## config.mk

```make
export PLATFORM = sky130hd
export DESIGN_NAME = edf_task_tick_scheduler_flat
export DESIGN_NICKNAME = d
export VERILOG_FILES = /design/src/rtl/ets_pkg.sv /design/src/rtl/ets_req_if.sv /design/src/rtl/ets_rsp_if.sv /design/src/rtl/ets_cell.sv /design/src/rtl/edf_task_tick_scheduler.sv /design/src/flat_wrapper.sv
export SDC_FILE = /design/constraint.sdc
export NUM_CORES = 2
export LEC_CHECK = 0
export ABC_AREA = 1
export BUFFER_PORTS_ARGS = -buffer_cell sky130_fd_sc_hd__buf_2
export CAP_MARGIN = 20
export CORE_MARGIN = 10
export CORE_UTILIZATION = 25
export DETAILED_ROUTE_END_ITERATION = 16
export PLACE_DENSITY = 0.5
export SETUP_SLACK_MARGIN = 0.5
export SYNTH_ARGS = -nofsm -noshare
export SYNTH_HDL_FRONTEND = slang
export SYNTH_SLANG_ARGS = --single-unit
```

## constraint.sdc

```tcl
create_clock -name clock -period 7.6 [get_ports clock]
set_clock_uncertainty 0.1 [all_clocks]
set_input_delay 0.76 -clock clock [delete_from_list [all_inputs] [get_ports clock]]
set_output_delay 0.76 -clock clock [all_outputs]
set_load 0.02 [all_outputs]
```

## src/rtl/ets_pkg.sv

```systemverilog
// Package for the EDF task tick scheduler: field widths, command and result codes,
// the register map and the control bundle that drives each task cell.
// Depends on nothing; every other file of the block uses it.
`default_nettype none

package ets_pkg;

   localparam int CMD_W        = 1;
   localparam int TASK_INDEX_W = 3;
   localparam int PARAM_W      = 16;
   localparam int KIND_W       = 1;
   localparam int RUN_TASK_W   = 3;
   localparam int MISS_W       = 8;
   localparam int COUNT_W      = 4;
   localparam int CSR_ADDR_W   = 3;
   localparam int CSR_DATA_W   = 32;

   localparam logic [CMD_W-1:0] CMD_LOAD = 1'b0;
   localparam logic [CMD_W-1:0] CMD_TICK = 1'b1;

   localparam logic [KIND_W-1:0] KIND_LOAD = 1'b0;
   localparam logic [KIND_W-1:0] KIND_TICK = 1'b1;

   localparam logic [CSR_ADDR_W-1:0] ADDR_TASK_COUNT  = 3'd0;
   localparam logic [COUNT_W-1:0]    TASK_COUNT_RESET = 4'd1;

   typedef struct packed {
      logic load;    // write new task parameters and start a fresh job
      logic commit;  // apply the end-of-tick update
      logic win;     // this cell was selected to run on the committed tick
   } cell_ctrl_type;

endpackage

`default_nettype wire

```

## src/rtl/ets_req_if.sv

```systemverilog
// Request channel of the EDF task tick scheduler: valid/ready plus one input item.
// Depends on ets_pkg for the field widths.
`default_nettype none

interface ets_req_if;
   logic                              valid;
   logic                              ready;
   logic [ets_pkg::CMD_W-1:0]         cmd;
   logic [ets_pkg::TASK_INDEX_W-1:0]  task_index;
   logic [ets_pkg::PARAM_W-1:0]       exec_time;
   logic [ets_pkg::PARAM_W-1:0]       rel_deadline;
   logic [ets_pkg::PARAM_W-1:0]       period;

   modport source (output valid, cmd, task_index, exec_time, rel_deadline, period,
                   input ready);
   modport sink   (input valid, cmd, task_index, exec_time, rel_deadline, period,
                   output ready);
endinterface

`default_nettype wire

```

## src/rtl/ets_rsp_if.sv

```systemverilog
// Response channel of the EDF task tick scheduler: valid/ready plus one result item.
// Depends on ets_pkg for the field widths.
`default_nettype none

interface ets_rsp_if;
   logic                             valid;
   logic                             ready;
   logic [ets_pkg::KIND_W-1:0]       result_kind;
   logic                             run_valid;
   logic [ets_pkg::RUN_TASK_W-1:0]   run_task;
   logic [ets_pkg::MISS_W-1:0]       miss_mask;

   modport source (output valid, result_kind, run_valid, run_task, miss_mask,
                   input ready);
   modport sink   (input valid, result_kind, run_valid, run_task, miss_mask,
                   output ready);
endinterface

`default_nettype wire

```

## src/rtl/ets_cell.sv

```systemverilog
// One task cell: holds the parameters and job state of a single task slot and
// forms one stage of the registered selection chain. Depends on ets_pkg.
`default_nettype none

module ets_cell #(
   parameter int               TIME_WIDTH = 16,
   parameter int               IDX_W      = 3,
   parameter logic [IDX_W-1:0] CELL_IDX   = '0
) (
   input  wire logic                      clock,
   input  wire logic                      reset,
   input  wire ets_pkg::cell_ctrl_type    ctrl,
   input  wire logic                      active,
   input  wire logic [TIME_WIDTH-1:0]     load_exec,
   input  wire logic [TIME_WIDTH-1:0]     load_deadline,
   input  wire logic [TIME_WIDTH-1:0]     load_period,
   input  wire logic                      scan_in_found,
   input  wire logic [TIME_WIDTH-1:0]     scan_in_best,
   input  wire logic [IDX_W-1:0]          scan_in_pick,
   output logic                           scan_out_found,
   output logic [TIME_WIDTH-1:0]          scan_out_best,
   output logic [IDX_W-1:0]               scan_out_pick,
   output logic                           miss
);

   logic [TIME_WIDTH-1:0] exec_ff, exec_in;
   logic [TIME_WIDTH-1:0] deadline_ff, deadline_in;
   logic [TIME_WIDTH-1:0] period_ff, period_in;
   logic [TIME_WIDTH-1:0] remaining_ff, remaining_in;
   logic [TIME_WIDTH-1:0] dl_left_ff, dl_left_in;
   logic [TIME_WIDTH-1:0] phase_ff, phase_in;
   logic                  found_ff, found_in;
   logic [TIME_WIDTH-1:0] best_ff, best_in;
   logic [IDX_W-1:0]      pick_ff, pick_in;

   logic                  candidate;
   logic                  period_end;
   logic [TIME_WIDTH-1:0] remaining_dec;

   // This cell takes over the running best when it has work left and a strictly
   // earlier deadline, so the lowest index keeps a tie.
   always_comb begin
      candidate = active && (remaining_ff != '0) &&
                  (!scan_in_found || (dl_left_ff < scan_in_best));
      if (candidate) begin
         found_in = 1'b1;
         best_in  = dl_left_ff;
         pick_in  = CELL_IDX;
      end else begin
         found_in = scan_in_found;
         best_in  = scan_in_best;
         pick_in  = scan_in_pick;
      end
   end

   always_comb begin
      remaining_dec = ctrl.win ? (remaining_ff - TIME_WIDTH'(1)) : remaining_ff;
      period_end    = (period_ff != '0) && (phase_ff == (period_ff - TIME_WIDTH'(1)));
      miss          = ctrl.commit && active && !period_end &&
                      (dl_left_ff == '0) && (remaining_dec != '0);

      exec_in      = exec_ff;
      deadline_in  = deadline_ff;
      period_in    = period_ff;
      remaining_in = remaining_ff;
      dl_left_in   = dl_left_ff;
      phase_in     = phase_ff;

      if (ctrl.load) begin
         exec_in      = load_exec;
         deadline_in  = load_deadline;
         period_in    = load_period;
         remaining_in = load_exec;
         dl_left_in   = load_deadline;
         phase_in     = '0;
      end else if (ctrl.commit) begin
         remaining_in = remaining_dec;
         if (active) begin
            if (period_end) begin
               remaining_in = exec_ff;
               dl_left_in   = deadline_ff;
               phase_in     = '0;
            end else begin
               if (dl_left_ff != '0) begin
                  dl_left_in = dl_left_ff - TIME_WIDTH'(1);
               end
               phase_in = phase_ff + TIME_WIDTH'(1);
            end
         end
      end
   end

   always_ff @(posedge clock) begin
      if (reset) begin
         exec_ff      <= '0;
         deadline_ff  <= '0;
         period_ff    <= '0;
         remaining_ff <= '0;
         dl_left_ff   <= '0;
         phase_ff     <= '0;
         found_ff     <= 1'b0;
         best_ff      <= '0;
         pick_ff      <= '0;
      end else begin
         exec_ff      <= exec_in;
         deadline_ff  <= deadline_in;
         period_ff    <= period_in;
         remaining_ff <= remaining_in;
         dl_left_ff   <= dl_left_in;
         phase_ff     <= phase_in;
         found_ff     <= found_in;
         best_ff      <= best_in;
         pick_ff      <= pick_in;
      end
   end

   assign scan_out_found = found_ff;
   assign scan_out_best  = best_ff;
   assign scan_out_pick  = pick_ff;

endmodule

`default_nettype wire

```

## src/rtl/edf_task_tick_scheduler.sv

```systemverilog
// Top level of the EDF task tick scheduler: task count register, transaction control,
// response register and the row of task cells. Depends on ets_pkg, ets_req_if,
// ets_rsp_if and ets_cell.
//
//   Port group   Direction  Carries
//   req_chan     in         one load or tick transaction (cmd, task_index, parameters)
//   rsp_chan     out        one result per request (kind, run_valid, run_task, miss_mask)
//   csr_*        in/out     APB-style access to task_count at byte address 0
//
// A load's acknowledge is registered and is in the response register on the next
// cycle. For a tick, the selection travels through the chain of task cells one
// register per cell, then the ST_COMMIT state commits the update. Reset is
// synchronous and restores every task slot to zero and task_count to one. A
// stalled response holds the commit, and no new request is taken until the
// response register is free.
`default_nettype none

module edf_task_tick_scheduler #(
   parameter int NUM_TASKS  = 8,
   parameter int TIME_WIDTH = 16
) (
   input  wire logic                              clock,
   input  wire logic                              reset,
   ets_req_if.sink                                req_chan,
   ets_rsp_if.source                              rsp_chan,
   input  wire logic                              csr_psel,
   input  wire logic                              csr_penable,
   input  wire logic                              csr_pwrite,
   input  wire logic [ets_pkg::CSR_ADDR_W-1:0]    csr_paddr,
   input  wire logic [ets_pkg::CSR_DATA_W-1:0]    csr_pwdata,
   output logic      [ets_pkg::CSR_DATA_W-1:0]    csr_prdata,
   output logic                                   csr_pready
);

   localparam int IDX_W = (NUM_TASKS > 1) ? $clog2(NUM_TASKS) : 1;
   localparam int CMP_W = IDX_W + ets_pkg::COUNT_W;
   localparam int SEL_W = (IDX_W > ets_pkg::TASK_INDEX_W) ? IDX_W : ets_pkg::TASK_INDEX_W;

   typedef enum logic [2:0] {
      ST_IDLE   = 3'b001,
      ST_SCAN   = 3'b010,
      ST_COMMIT = 3'b100
   } state_type;

   state_type state_ff, state_in;
   logic [IDX_W-1:0] cnt_ff, cnt_in;
   logic [ets_pkg::COUNT_W-1:0] task_count_ff, task_count_in;

   logic                               rsp_valid_ff, rsp_valid_in;
   logic [ets_pkg::KIND_W-1:0]         rsp_kind_ff, rsp_kind_in;
   logic                               rsp_run_ff, rsp_run_in;
   logic [ets_pkg::RUN_TASK_W-1:0]     rsp_task_ff, rsp_task_in;
   logic [ets_pkg::MISS_W-1:0]         rsp_miss_ff, rsp_miss_in;

   logic out_free, req_fire, load_go, commit_go, csr_write;

   logic                  chain_found [NUM_TASKS+1];
   logic [TIME_WIDTH-1:0] chain_best  [NUM_TASKS+1];
   logic [IDX_W-1:0]      chain_pick  [NUM_TASKS+1];
   logic [NUM_TASKS-1:0]  win_vec;
   logic [NUM_TASKS-1:0]  miss_vec;
   logic [ets_pkg::MISS_W-1:0] miss_mask_w;

   logic [TIME_WIDTH-1:0] load_exec, load_deadline, load_period;

   // ---------------------------------------------------------------- csr
   assign csr_write = csr_psel && csr_penable && csr_pwrite &&
                      (csr_paddr == ets_pkg::ADDR_TASK_COUNT);
   assign task_count_in = csr_write ? csr_pwdata[ets_pkg::COUNT_W-1:0] : task_count_ff;
   assign csr_pready = 1'b1;
   assign csr_prdata = (csr_paddr == ets_pkg::ADDR_TASK_COUNT) ?
                       ets_pkg::CSR_DATA_W'(task_count_ff) : '0;

   // ---------------------------------------------------------------- control
   assign out_free  = !rsp_valid_ff || rsp_chan.ready;
   assign req_chan.ready = (state_ff == ST_IDLE) && out_free;
   assign req_fire  = req_chan.valid && req_chan.ready;
   assign load_go   = req_fire && (req_chan.cmd == ets_pkg::CMD_LOAD);
   assign commit_go = (state_ff == ST_COMMIT) && out_free;

   // The chain result is settled by the time the scan counter moves the state to
   // ST_COMMIT, because no task state changes in the meantime.
   always_comb begin
      state_in = state_ff;
      cnt_in   = cnt_ff;
      case (state_ff)
         ST_IDLE: begin
            cnt_in = '0;
            if (req_fire && (req_chan.cmd == ets_pkg::CMD_TICK)) begin
               state_in = ST_SCAN;
            end
         end
         ST_SCAN: begin
            if (cnt_ff == IDX_W'(NUM_TASKS - 1)) begin
               state_in = ST_COMMIT;
            end else begin
               cnt_in = cnt_ff + IDX_W'(1);
            end
         end
         ST_COMMIT: begin
            if (commit_go) begin
               state_in = ST_IDLE;
            end
         end
         default: begin
            state_in = ST_IDLE;
         end
      endcase
   end

   // ---------------------------------------------------------------- response
   always_comb begin
      rsp_valid_in = rsp_valid_ff;
      rsp_kind_in  = rsp_kind_ff;
      rsp_run_in   = rsp_run_ff;
      rsp_task_in  = rsp_task_ff;
      rsp_miss_in  = rsp_miss_ff;
      if (load_go) begin
         rsp_valid_in = 1'b1;
         rsp_kind_in  = ets_pkg::KIND_LOAD;
         rsp_run_in   = 1'b0;
         rsp_task_in  = '0;
         rsp_miss_in  = '0;
      end else if (commit_go) begin
         rsp_valid_in = 1'b1;
         rsp_kind_in  = ets_pkg::KIND_TICK;
         rsp_run_in   = chain_found[NUM_TASKS];
         rsp_task_in  = chain_found[NUM_TASKS] ?
                        ets_pkg::RUN_TASK_W'(chain_pick[NUM_TASKS]) : '0;
         rsp_miss_in  = miss_mask_w;
      end else if (rsp_chan.ready) begin
         rsp_valid_in = 1'b0;
      end
   end

   assign rsp_chan.valid       = rsp_valid_ff;
   assign rsp_chan.result_kind = rsp_kind_ff;
   assign rsp_chan.run_valid   = rsp_run_ff;
   assign rsp_chan.run_task    = rsp_task_ff;
   assign rsp_chan.miss_mask   = rsp_miss_ff;

   always_ff @(posedge clock) begin
      if (reset) begin
         state_ff      <= ST_IDLE;
         cnt_ff        <= '0;
         task_count_ff <= ets_pkg::TASK_COUNT_RESET;
         rsp_valid_ff  <= 1'b0;
      end else begin
         state_ff      <= state_in;
         cnt_ff        <= cnt_in;
         task_count_ff <= task_count_in;
         rsp_valid_ff  <= rsp_valid_in;
      end
   end

   always_ff @(posedge clock) begin
      rsp_kind_ff <= rsp_kind_in;
      rsp_run_ff  <= rsp_run_in;
      rsp_task_ff <= rsp_task_in;
      rsp_miss_ff <= rsp_miss_in;
   end

   // ---------------------------------------------------------------- cell row
   assign load_exec     = TIME_WIDTH'(req_chan.exec_time);
   assign load_deadline = TIME_WIDTH'(req_chan.rel_deadline);
   assign load_period   = TIME_WIDTH'(req_chan.period);

   assign chain_found[0] = 1'b0;
   assign chain_best[0]  = '0;
   assign chain_pick[0]  = '0;

   for (genvar g = 0; g < NUM_TASKS; g++) begin : g_cell
      ets_pkg::cell_ctrl_type ctrl;
      logic                   active;

      assign win_vec[g]  = chain_found[NUM_TASKS] &&
                           (chain_pick[NUM_TASKS] == IDX_W'(g));
      assign ctrl.load   = load_go &&
                           (SEL_W'(req_chan.task_index) == SEL_W'(g));
      assign ctrl.commit = commit_go;
      assign ctrl.win    = commit_go && win_vec[g];
      // A count above NUM_TASKS activates every slot, zero activates none.
      assign active      = CMP_W'(g) < CMP_W'(task_count_ff);

      ets_cell #(
         .TIME_WIDTH (TIME_WIDTH),
         .IDX_W      (IDX_W),
         .CELL_IDX   (IDX_W'(g))
      ) u_cell (
         .clock          (clock),
         .reset          (reset),
         .ctrl           (ctrl),
         .active         (active),
         .load_exec      (load_exec),
         .load_deadline  (load_deadline),
         .load_period    (load_period),
         .scan_in_found  (chain_found[g]),
         .scan_in_best   (chain_best[g]),
         .scan_in_pick   (chain_pick[g]),
         .scan_out_found (chain_found[g+1]),
         .scan_out_best  (chain_best[g+1]),
         .scan_out_pick  (chain_pick[g+1]),
         .miss           (miss_vec[g])
      );
   end

   for (genvar m = 0; m < ets_pkg::MISS_W; m++) begin : g_miss
      if (m < NUM_TASKS) begin : g_used
         assign miss_mask_w[m] = miss_vec[m];
      end else begin : g_unused
         assign miss_mask_w[m] = 1'b0;
      end
   end

   // ---------------------------------------------------------------- checks
   a_one_winner: assert property (@(posedge clock) disable iff (reset)
      $onehot0(win_vec))
      else $error("more than one task cell selected");

   a_tick_scans: assert property (@(posedge clock) disable iff (reset)
      (req_fire && (req_chan.cmd == ets_pkg::CMD_TICK)) |=> (state_ff == ST_SCAN))
      else $error("accepted tick did not start the scan");

   a_commit_responds: assert property (@(posedge clock) disable iff (reset)
      commit_go |=> (rsp_valid_ff && (rsp_kind_ff == ets_pkg::KIND_TICK)))
      else $error("committed tick produced no tick response");

   a_no_req_while_busy: assert property (@(posedge clock) disable iff (reset)
      (state_ff != ST_IDLE) |-> !req_chan.ready)
      else $error("request taken while a tick is in progress");

endmodule

`default_nettype wire
```

## src/flat_wrapper.sv

```systemverilog
// flat-port wrapper written by rule: the top's interface ports become plain ports
module edf_task_tick_scheduler_flat 
#(
   parameter int NUM_TASKS  = 8,
   parameter int TIME_WIDTH = 16
)
  (clock, reset, csr_psel, csr_penable, csr_pwrite, csr_paddr, csr_pwdata, csr_prdata, csr_pready, req_chan_valid, req_chan_cmd, req_chan_task_index, req_chan_exec_time, req_chan_rel_deadline, req_chan_period, req_chan_ready, rsp_chan_valid, rsp_chan_result_kind, rsp_chan_run_valid, rsp_chan_run_task, rsp_chan_miss_mask, rsp_chan_ready);
  ets_req_if req_chan_i ();
  ets_rsp_if rsp_chan_i ();
  input  wire logic clock;
  input  wire logic reset;
  input  wire logic csr_psel;
  input  wire logic csr_penable;
  input  wire logic csr_pwrite;
  input  wire logic [ets_pkg::CSR_ADDR_W-1:0] csr_paddr;
  input  wire logic [ets_pkg::CSR_DATA_W-1:0] csr_pwdata;
  output logic      [ets_pkg::CSR_DATA_W-1:0] csr_prdata;
  output logic csr_pready;
  input wire logic [$bits(req_chan_i.valid)-1:0] req_chan_valid;
  input wire logic [$bits(req_chan_i.cmd)-1:0] req_chan_cmd;
  input wire logic [$bits(req_chan_i.task_index)-1:0] req_chan_task_index;
  input wire logic [$bits(req_chan_i.exec_time)-1:0] req_chan_exec_time;
  input wire logic [$bits(req_chan_i.rel_deadline)-1:0] req_chan_rel_deadline;
  input wire logic [$bits(req_chan_i.period)-1:0] req_chan_period;
  output wire logic [$bits(req_chan_i.ready)-1:0] req_chan_ready;
  output wire logic [$bits(rsp_chan_i.valid)-1:0] rsp_chan_valid;
  output wire logic [$bits(rsp_chan_i.result_kind)-1:0] rsp_chan_result_kind;
  output wire logic [$bits(rsp_chan_i.run_valid)-1:0] rsp_chan_run_valid;
  output wire logic [$bits(rsp_chan_i.run_task)-1:0] rsp_chan_run_task;
  output wire logic [$bits(rsp_chan_i.miss_mask)-1:0] rsp_chan_miss_mask;
  input wire logic [$bits(rsp_chan_i.ready)-1:0] rsp_chan_ready;
  assign req_chan_i.valid = req_chan_valid;
  assign req_chan_i.cmd = req_chan_cmd;
  assign req_chan_i.task_index = req_chan_task_index;
  assign req_chan_i.exec_time = req_chan_exec_time;
  assign req_chan_i.rel_deadline = req_chan_rel_deadline;
  assign req_chan_i.period = req_chan_period;
  assign req_chan_ready = req_chan_i.ready;
  assign rsp_chan_valid = rsp_chan_i.valid;
  assign rsp_chan_result_kind = rsp_chan_i.result_kind;
  assign rsp_chan_run_valid = rsp_chan_i.run_valid;
  assign rsp_chan_run_task = rsp_chan_i.run_task;
  assign rsp_chan_miss_mask = rsp_chan_i.miss_mask;
  assign rsp_chan_i.ready = rsp_chan_ready;
  edf_task_tick_scheduler #(.NUM_TASKS(NUM_TASKS), .TIME_WIDTH(TIME_WIDTH)) u_core (.clock(clock), .reset(reset), .req_chan(req_chan_i), .rsp_chan(rsp_chan_i), .csr_psel(csr_psel), .csr_penable(csr_penable), .csr_pwrite(csr_pwrite), .csr_paddr(csr_paddr), .csr_pwdata(csr_pwdata), .csr_prdata(csr_prdata), .csr_pready(csr_pready));
endmodule
```

==> run_results.csv <==
group,metric,value,unit
outcome,run_status,"complete, no violations",
yosys,synth_edf_count,0,
routing,dr.pass1.iters,8,
routing,avgRoutedWirePerCell,17.3,um
yosys,yosys_warnings,0,
worst_setup_path,worstSetupPathType,"flop to flop",
min_path,hold_depth,3,
sta,hold_ws,0.194,ns
min_path,hold_class,"input pin to flop",
layout,final_nets,8630,
routing,routed_via_density,4.71,
yosys,yosysSeqAreaShare,0.338,
grt,grt_pass1_vias,51577,
routing,finalWirelength,196,mm
sta,hold_viol,0,
sta,fmax,243,MHz
placed_design,placed_area,57900,sq um
floorplanning,initial_core_util,0.251,
power,peakVddDrop,0.181,mV
yosys,ys.flop_type,"dfxtp_1",
grt,grt_max_degree,97,
worst_setup_path,ff2ff_setup_slack,3.48,ns
floorplanning,rows,172,
placed_design,hpwl,138,mm
yosys,synth.distinct_cells,62,
worst_setup_path,reg2reg_to,"u_core.g_cell[1].u_cell.phase_ff[12]$_SDFFE_PP0P_",
layout,final_cell_mix,"nand2_1 (2,080), inv_1 (1,184), dfxtp_1 (929), nand3_1 (871), nor2_1 (801)",
power,seq_power_share,0.380,
worst_setup_path,startpoint_type,"flop",
grt,grt_first_pass_wirelength,300,mm
clocking,clkLatencyLatePin,0.77,ns
sta,finalCritPeriodShare,0.542,
worst_setup_path,worstPathMaxFanout,52,
sta,fin_setup_tns,0,ns
worst_setup_path,reg2regPathDepth,15,
routing,drtAntennaViolNets,0,
yosys,syn_area_per_cell,6.50,sq um
yosys,ys_ff_latch,929,
clocking,cts_tree,"yes",
power,p_sw_frac,0.319,
layout,areaGrowthSynthToFinish,12.3,%
power,power_switching,0.00430,W
placed_design,place.gp.congestion,0.913,
run,maxCapViolations,0,
clocking,htree_levels,3,
sta,max-slew-margin-rel,0.276,
worst_setup_path,worstSetupEndpointType,"flop",
routing,drcViolationCount,0,
clocking,cts_resized,0,
clocking,cts_hold_buf,0,
power,p_int,0.00918,W
sta,worst_slew_pin_slew,1.09,ns
floorplanning,die_h,489,um
yosys,synth_cells,8460,
worst_setup_path,regToRegStartpoint,"u_core.state_ff[0]$_SDFFE_PP1P_",
sta,setup_viol,0,
clocking,cts.path.max_buffers,3,
worst_setup_path,crit_required,8.10,ns
floorplanning,design.die.area,239000,sq um
power,comb_power_share,0.201,
sta,setup_ws,3.48,ns
placed_design,numPortBuffers,84,
layout,final_area,61700,sq um
min_path,hold_path_end,"u_core.task_count_ff[0]$_SDFFE_PP1P_",
floorplanning,die_x,489,um
floorplanning,ios,142,
grt,grt_usage,0.158,
min_path,hold_start,"csr_pwdata[0]",
sta,slew_violations,0,
power,p_per_area,218,nW/um^2
power,p_leak,27.0,nW
power,pwr-share-clk,0.419,
clocking,cts-root-buf,"clkbuf_16",
routing,vias,53553,
grt,antenna_found_initial,38,
layout,drive_gt1_frac,0.0667,
yosys,synth_area,55000,sq um
layout,final_common_cell,"nand2_1",
yosys,async_flop_share,0,
worst_setup_path,arrival,4.62,ns
placed_design,pre_cts_ws,3.16,ns
grt,overflow,0,
sta,rsz0062_at_grt,"false",
floorplanning,coreArea,219000,sq um
routing,drt_iter0_drc,4308,
clocking,post-cts-setup-buffer-count,0,
sta,period_minus_slack,4.12,ns
clocking,cts_sinks,929,
clocking,cts_buffers,111,
clocking,clk_pin_slew,0.06,ns
==> registers in the layout, indices dropped and copies added (netlist names), 4 cells and up <==
register	cells
u_core.g_cell.u_cell.deadline_ff	128
u_core.g_cell.u_cell.dl_left_ff	128
u_core.g_cell.u_cell.exec_ff	128
u_core.g_cell.u_cell.period_ff	128
u_core.g_cell.u_cell.phase_ff	128
u_core.g_cell.u_cell.remaining_ff	128
u_core.g_cell.u_cell.scan_out_best	112
u_core.g_cell.u_cell.scan_out_found	8
u_core.g_cell.u_cell.scan_out_pick	17
u_core.rsp_chan.miss_mask	8
u_core.task_count_ff	4
==> critical path, stage by stage, from the launching register on <==
cell and delay, ns:
dfxtp_1 0.33, inv_1 0.06, nor3_2 0.16, inv_2 0.07, nor2_2 0.10, nand2_1 0.09, nor2_4 0.48, inv_2 0.25
nor2_4 0.19, nand3_2 0.08, buf_4 0.28, nand2_1 0.76, buf_4 0.38, inv_1 0.10, o21ai_2 0.28, nor3b_1 0.11
==> synth_stat cells (35+ instances only) <==
cell type,instances,area share
nand2_1,2080,0.14
inv_1,1185,0.081
dfxtp_1,929,0.34
nand3_1,872,0.079
nor2_1,802,0.055
a21oi_1,530,0.048
o21ai_0,420,0.038
xor2_1,293,0.047
clkbuf_1,182,0.012
o22ai_1,157,0.018
ha_1,139,0.032
nor3_1,117,0.011
nand4_1,94,0.011
buf_2,89,0.0081
nand3b_1,64,0.0087
xnor2_1,58,0.0092
inv_2,44,0.0030
nor2_2,40,0.0046
buf_4,38,0.0052
nand2_2,35,0.0040
nor2_4,35,0.0072
==> cell families after synthesis <==
kind of cell | synth area share
compound gates | 0.118
xor+xnor | 0.0567
fa+ha+maj | 0.0316
buf+inv | 0.115
flops | 0.338
mux | 0.000546
other cells | 0.000137
simple gates | 0.340
==> metrics by stage <==
stage / std cells / util / total power, W
2_1_floorplan: 8487 / - / 0.00721
3_3_place_gp: 11152 / 0.264 / 0.00790
3_5_place_dp: 11152 / 0.264 / 0.00792
4_1_cts: 11353 / 0.281 / 0.0136
5_1_grt: 11358 / 0.281 / 0.0142
6_report: 11359 / 0.281 / 0.0135
==> power by group through the flow <==
stage,clock network (W),registers [W],logic (W)
after global routing,0.00595,0.00514,0.00307
after floorplan,0,0.00519,0.00201
after detailed placement,0,0.00523,0.00269
after global placement,0,0.00523,0.00267
after CTS,0.00576,0.00512,0.00271
final,0.00564,0.00513,0.00271
==> how the worst max path moves through the flow <==
| stage | start | to | slack, ns | cells past startpoint |
|---|---|---|---|---|
| 6_report | u_core.state_ff[0]$_SDFFE_PP1P_ | u_core.g_cell[1].u_cell.phase_ff[12]$_SDFFE_PP0P_ | 3.48 | 15 |
| 5_1_grt | u_core.state_ff[0]$_SDFFE_PP1P_ | u_core.g_cell[1].u_cell.phase_ff[8]$_SDFFE_PP0P_ | 3.24 | 15 |
| 4_1_cts | u_core.state_ff[0]$_SDFFE_PP1P_ | u_core.g_cell[1].u_cell.phase_ff[12]$_SDFFE_PP0P_ | 3.46 | 15 |
| 3_5_place_dp | rsp_chan_ready | u_core.g_cell[1].u_cell.phase_ff[12]$_SDFFE_PP0P_ | 3.16 | 14 |
| 3_3_place_gp | rsp_chan_ready | u_core.g_cell[1].u_cell.phase_ff[12]$_SDFFE_PP0P_ | 3.23 | 14 |
| 2_1_floorplan | rsp_chan_ready | u_core.g_cell[1].u_cell.period_ff[10]$_SDFFE_PP0P_ | 5.07 | 11 |
==> metal layers <==
metal | up-vias | share of wire | GRT usage | wire length (um)
met4 | 4 | 0.039 | 0.0573 | 7640
met3 | 328 | 0.055 | 0.0217 | 10700
met2 | 1315 | 0.46 | 0.269 | 90400
met5 | - | 0.00011 | 0 | 21
li1 | 26872 | - | - | -
met1 | 25034 | 0.45 | 0.204 | 87500
==> area by class of cell <==
| class | instances | area, sq um |
|---|---|---|
| Fill cell | 24245 | 158000 |
| Clock inverter | 48 | 626 |
| Multi-Input combinational cell | 5977 | 30200 |
| Antenna cell | 3 | 7.51 |
| Timing Repair Buffer | 138 | 852 |
| Sequential cell | 929 | 18600 |
| Inverter | 1240 | 4670 |
| Tap cell | 2871 | 3590 |
| Clock buffer | 153 | 3180 |
No activity file was read; power rests on OpenSTA's default activity.
